`config.mk`:
```
export PLATFORM = sky130hd
export DESIGN_NAME = obpl_row
export DESIGN_NICKNAME = d
export VERILOG_FILES = /design/src/sv/obpl_pkg.sv /design/src/sv/obpl_cell.sv /design/src/sv/obpl_row.sv
export SDC_FILE = /design/constraint.sdc
export NUM_CORES = 2
export LEC_CHECK = 0
export BUFFER_PORTS_ARGS = -buffer_cell sky130_fd_sc_hd__buf_4
export CORE_UTILIZATION = 50
export DETAILED_ROUTE_END_ITERATION = 8
export GPL_TIMING_DRIVEN = 1
export PLACE_DENSITY = 0.66
export SYNTH_ARGS = -nofsm -noshare
export SYNTH_HDL_FRONTEND = slang
export SYNTH_SLANG_ARGS = --single-unit
```
`constraint.sdc`:
```
create_clock -name clock -period 7.4 [get_ports clock]
set_clock_uncertainty 0.15 [all_clocks]
set_input_delay 0.37 -clock clock [delete_from_list [all_inputs] [get_ports clock]]
set_output_delay 0.37 -clock clock [all_outputs]
set_load 0.03 [all_outputs]
```
`src/sv/obpl_pkg.sv`:
```
// Types, widths and helpers shared by the price level table.
// Depends on nothing.
package obpl_pkg;

   localparam int LEVELS_DEF = 16;
   localparam int PRICE_W    = 32;
   localparam int QTY_W      = 31;

   typedef struct packed {
      logic               side;
      logic [PRICE_W-1:0] price;
      logic [QTY_W-1:0]   quantity;
   } req_type;

   typedef struct packed {
      logic [PRICE_W-1:0] best_bid_price;
      logic [QTY_W-1:0]   best_bid_qty;
      logic               bid_present;
      logic [PRICE_W-1:0] best_ask_price;
      logic [QTY_W-1:0]   best_ask_qty;
      logic               ask_present;
      logic               side_full;
   } rsp_type;

   typedef struct packed {
      logic               valid;
      logic [PRICE_W-1:0] price;
      logic [QTY_W-1:0]   qty;
   } level_type;

   typedef struct packed {
      logic               act;
      logic               remove;
      logic               found;
      logic               full;
      logic [PRICE_W-1:0] price;
      logic [QTY_W-1:0]   qty;
   } cell_cmd_type;

   function automatic logic goes_before(input logic descending,
                                        input logic [PRICE_W-1:0] p,
                                        input logic [PRICE_W-1:0] q);
      goes_before = descending ? (p > q) : (p < q);
   endfunction

endpackage

```
`src/sv/obpl_cell.sv`:
```
// One price level cell: holds a level, shifts with its neighbours on insert/remove.
// Depends on obpl_pkg.
module obpl_cell #(
   parameter bit DESCENDING = 1'b1
) (
   input  logic                  clock,
   input  logic                  reset,
   input  obpl_pkg::cell_cmd_type cmd,
   input  obpl_pkg::level_type    left_level,
   input  logic                  left_before,
   input  obpl_pkg::level_type    right_level,
   output obpl_pkg::level_type    level,
   output obpl_pkg::level_type    level_next,
   output logic                  ahead,
   output logic                  match
);

   obpl_pkg::level_type level_ff;
   obpl_pkg::level_type level_in;

   assign ahead = !level_ff.valid
                  || obpl_pkg::goes_before(DESCENDING, cmd.price, level_ff.price);
   assign match = level_ff.valid && (level_ff.price == cmd.price);

   always_comb begin
      level_in = level_ff;
      if (cmd.act) begin
         if (cmd.remove) begin
            if (cmd.found && (ahead || match)) begin
               level_in = right_level;
            end
         end else if (cmd.found) begin
            if (match) begin
               level_in.qty = cmd.qty;
            end
         end else if (!cmd.full) begin
            if (left_before) begin
               level_in = left_level;
            end else if (ahead) begin
               level_in.valid = 1'b1;
               level_in.price = cmd.price;
               level_in.qty   = cmd.qty;
            end
         end
      end
   end

   always_ff @(posedge clock) begin
      if (reset) begin
         level_ff.valid <= 1'b0;
      end else begin
         level_ff <= level_in;
      end
   end

   assign level      = level_ff;
   assign level_next = level_in;

endmodule

```
`src/sv/obpl_row.sv`:
```
// One side of the book: a sorted chain of level cells, best level in cell 0.
// Depends on obpl_pkg and obpl_cell.
module obpl_row #(
   parameter int LEVELS     = obpl_pkg::LEVELS_DEF,
   parameter bit DESCENDING = 1'b1
) (
   input  logic                   clock,
   input  logic                   reset,
   input  logic                   act,
   input  logic [obpl_pkg::PRICE_W-1:0] price,
   input  logic [obpl_pkg::QTY_W-1:0]   qty,
   output obpl_pkg::level_type     best_next,
   output logic                   dropped
);

   obpl_pkg::level_type    levels [LEVELS];
   obpl_pkg::level_type    nexts  [LEVELS];
   logic [LEVELS-1:0]      ahead_vec;
   logic [LEVELS-1:0]      match_vec;
   obpl_pkg::cell_cmd_type cmd;

   always_comb begin
      cmd.act    = act;
      cmd.remove = (qty == '0);
      cmd.found  = |match_vec;
      cmd.full   = levels[LEVELS-1].valid;
      cmd.price  = price;
      cmd.qty    = qty;
   end

   for (genvar i = 0; i < LEVELS; i++) begin : g_cell
      obpl_pkg::level_type left_l;
      obpl_pkg::level_type right_l;
      logic               left_b;

      if (i == 0) begin : g_head
         assign left_l = '0;
         assign left_b = 1'b0;
      end else begin : g_body
         assign left_l = levels[i-1];
         assign left_b = ahead_vec[i-1];
      end

      if (i == LEVELS - 1) begin : g_tail
         assign right_l = '0;
      end else begin : g_mid
         assign right_l = levels[i+1];
      end

      obpl_cell #(.DESCENDING(DESCENDING)) u_cell (
         .clock       (clock),
         .reset       (reset),
         .cmd         (cmd),
         .left_level  (left_l),
         .left_before (left_b),
         .right_level (right_l),
         .level       (levels[i]),
         .level_next  (nexts[i]),
         .ahead       (ahead_vec[i]),
         .match       (match_vec[i])
      );
   end

   assign best_next = nexts[0];
   assign dropped   = act && !cmd.remove && !cmd.found && cmd.full;

endmodule

```
==> flow_summary.ini <==
[setup_path]
cp-end-kind = primary output
arrival_ns = 5.78
cp.required_ns = 6.88
crit_fanout = 30
cp-start-kind = flip-flop
critPathKind = flip-flop to primary output

[die]
ios = 131
dieArea_sq_mm = 0.135
die-height_um = 367
core_sq_mm = 0.132
std_cell_rows = 133
start_util_pct = 50.5
die_x_um = 367

[timing]
timing.fmax_mhz = 159
finalCritPeriodShare_pct = 85.2
final.setup.tns_ns = 0
min_period_ns = 6.30
slew_violations = 0
hold_violations = 0
setup_ws_ns = 1.10
setup_viol_count_final = 0
worst_pin_slew_ns = 1.34
grt_setup_unrepaired = false
slew_headroom_pct = 9.90

[route]
route.detailed.drc = 0
ant_nets = 0
routed_wirelength_um = 187000
drtIter0Drc = 4813
via_per_inst = 6.07
num_vias = 53600
wl_per_cell_um = 21.1
firstDrtPassIters = 6

[yosys]
synthTopCellsByCount = nand2_1, edfxtp_1, o21ai_0
synthMostInstantiatedCell = nand2_1
synth.area.top_cells = edfxtp_1, ha_1, mux2i_1
ys.warnings.count = 0
synthFlopType = edfxtp_1
ys_ff_latch = 1024
synth_nets = 7731
seq_area_frac_synth_pct = 45.9
synthArstFlopShare_pct = 0
synth_edf_count = 1008
synth_top_area_share_pct = 45.5
netlist_area_sq_mm = 0.0666
syn_inst = 7153
syn_avg_cell_area_sq_um = 9.31
yosys.area.top_type = edfxtp_1
synth_cell_types = 73

[cells_and_area]
area_growth_pct = 8.66
largest_reg_flops = 1024
num-fill-cells = 12100
fin_util_pct = 54.9
fin_nets = 7554
drive_above_1_share_pct = 7.10

[run]
maxCapViolCount = 0

[global_route]
grt_pass1_vias = 53900
antenna_found_initial = 1
track_usage_pct = 27.2
grt_pass1_wl_um = 295000
grt_max_degree = 287
grt_remaining_overflow = 0

[status]
status = complete, no violations

[power]
leakage_nw = 29.7
p_sw_mw = 4.07
power_frac_comb_pct = 14.1
p_sw_share_pct = 27.4
pwr-share-seq_pct = 47.0
power_density_mw_per_mm2 = 205
vdd_drop_max_mv = 0.192
p_clk_share_pct = 38.9
p_int_mw = 10.8

[worst_hold_path]
hold_path.class = input port to flip-flop

[placed_design]
place_ws_ns = 1.69
gp_congestion = 0.915
hpwl_um = 130000
portBuffers = 130

[clock_tree]
cts_tree = built
cts_made_buffers = 115
ctsResizeCount = 0
cts_htree_levels = 3
cts.sinks = 1024
insertion_delay_ns = 0.77
cts_root_buffer = clkbuf_16
clock_path_buffers = 3
clkSlewWorstSetupHoldPaths_ns = 0.06
-- cells by family after synthesis --
family          synth area share [%]
compound gates                  17.9
mux                             6.89
buf+inv                         6.83
fa+ha+maj                       9.62
flops                           45.9
simple gates                    12.8
-- layout by cell type (no fill, tap or decap), types with 32 or more instances in the layout --
cell type,count
ha_1,512
edfxtp_1,1008
a22oi_1,49
inv_1,544
o21ai_0,808
mux2i_1,454
o21ai_1,148
buf_4,211
nor2_1,574
a21o_1,81
a211oi_1,38
nand3_1,90
a22o_1,63
a311oi_1,32
nand4_1,128
a21oi_1,654
dlygate4sd3_1,33
nand2_1,1041
clkbuf_16,116
clkinv_1,34
-- timing repair --
action,CTS,global route
setup endpoints to repair,0,0
hold buffers,33,0
buffers inserted,0,0
endpoints found under the hold margin,269,0
-- worst paths after layout --
kind	startpoint	end	slack (ns)	cells after the start
setup / recovery	g_cell[2].u_cell.level[46]	best_next[7]	1.10	13
hold / removal	price[19]	g_cell[14].u_cell.level[50]	0.08	3
setup reg to reg	g_cell[2].u_cell.level[46]	g_cell[11].u_cell.level[4]	1.96	11
hold reg to reg	g_cell[15].u_cell.level[3]	g_cell[14].u_cell.level[3]	0.36	2
-- power groups by stage --
stage	Clock (mW)	Combinational [mW]	Sequential, mW
2_1_floorplan	0	1.47	7.02
3_3_place_gp	0	1.98	7.09
3_5_place_dp	0	2.05	7.09
4_1_cts	5.84	2.08	6.97
5_1_grt	6.04	2.33	7.01
6_report	5.77	2.09	6.97
-- final cells by class --
type	count	area, sq um	share of cell area [%]
multi-input combinational	5041	31800	44.0
sequential	1024	30600	42.3
clock buffer	139	2990	4.13
tap	1755	2200	3.03
inverter	545	2050	2.83
timing repair buffer	249	2010	2.78
clock inverter	76	717	0.991
antenna	1	2.50	0.00346
-- metrics by stage --
step	hold WS, ns	instances	area [sq um]	total power [mW]
2_1_floorplan	0.311	7153	66600	8.49
3_3_place_gp	0.350	8581	68300	9.07
3_5_place_dp	0.370	8581	68300	9.15
4_1_cts	0.0353	8829	72400	14.9
5_1_grt	0.0718	8829	72400	15.4
6_report	0.0797	8830	72400	14.8
-- worst max-delay path: stages, from the launching register on --
cell      delay (ns)
edfxtp_1        0.34
inv_1           0.07
ha_1            0.30
nand4_1         0.15
nor4_1          0.98
nand3_1         0.42
nand4_1         0.33
or4_4           0.28
buf_4           0.50
and3_1          0.77
buf_4           0.36
a311oi_1        0.07
nor2_1          0.19
buf_4           0.20
-- metal layers --
metal	share of wire, %	vias up	track usage, %	wire, um
li1	-	25300	-	-
met1	42	26400	35.3	78700
met2	49	1586	47.0	91400
met3	5.4	348	3.11	10000
met4	3.5	0	9.56	6460
met5	0	-	0	0
Power figures use the tool's default switching activity.
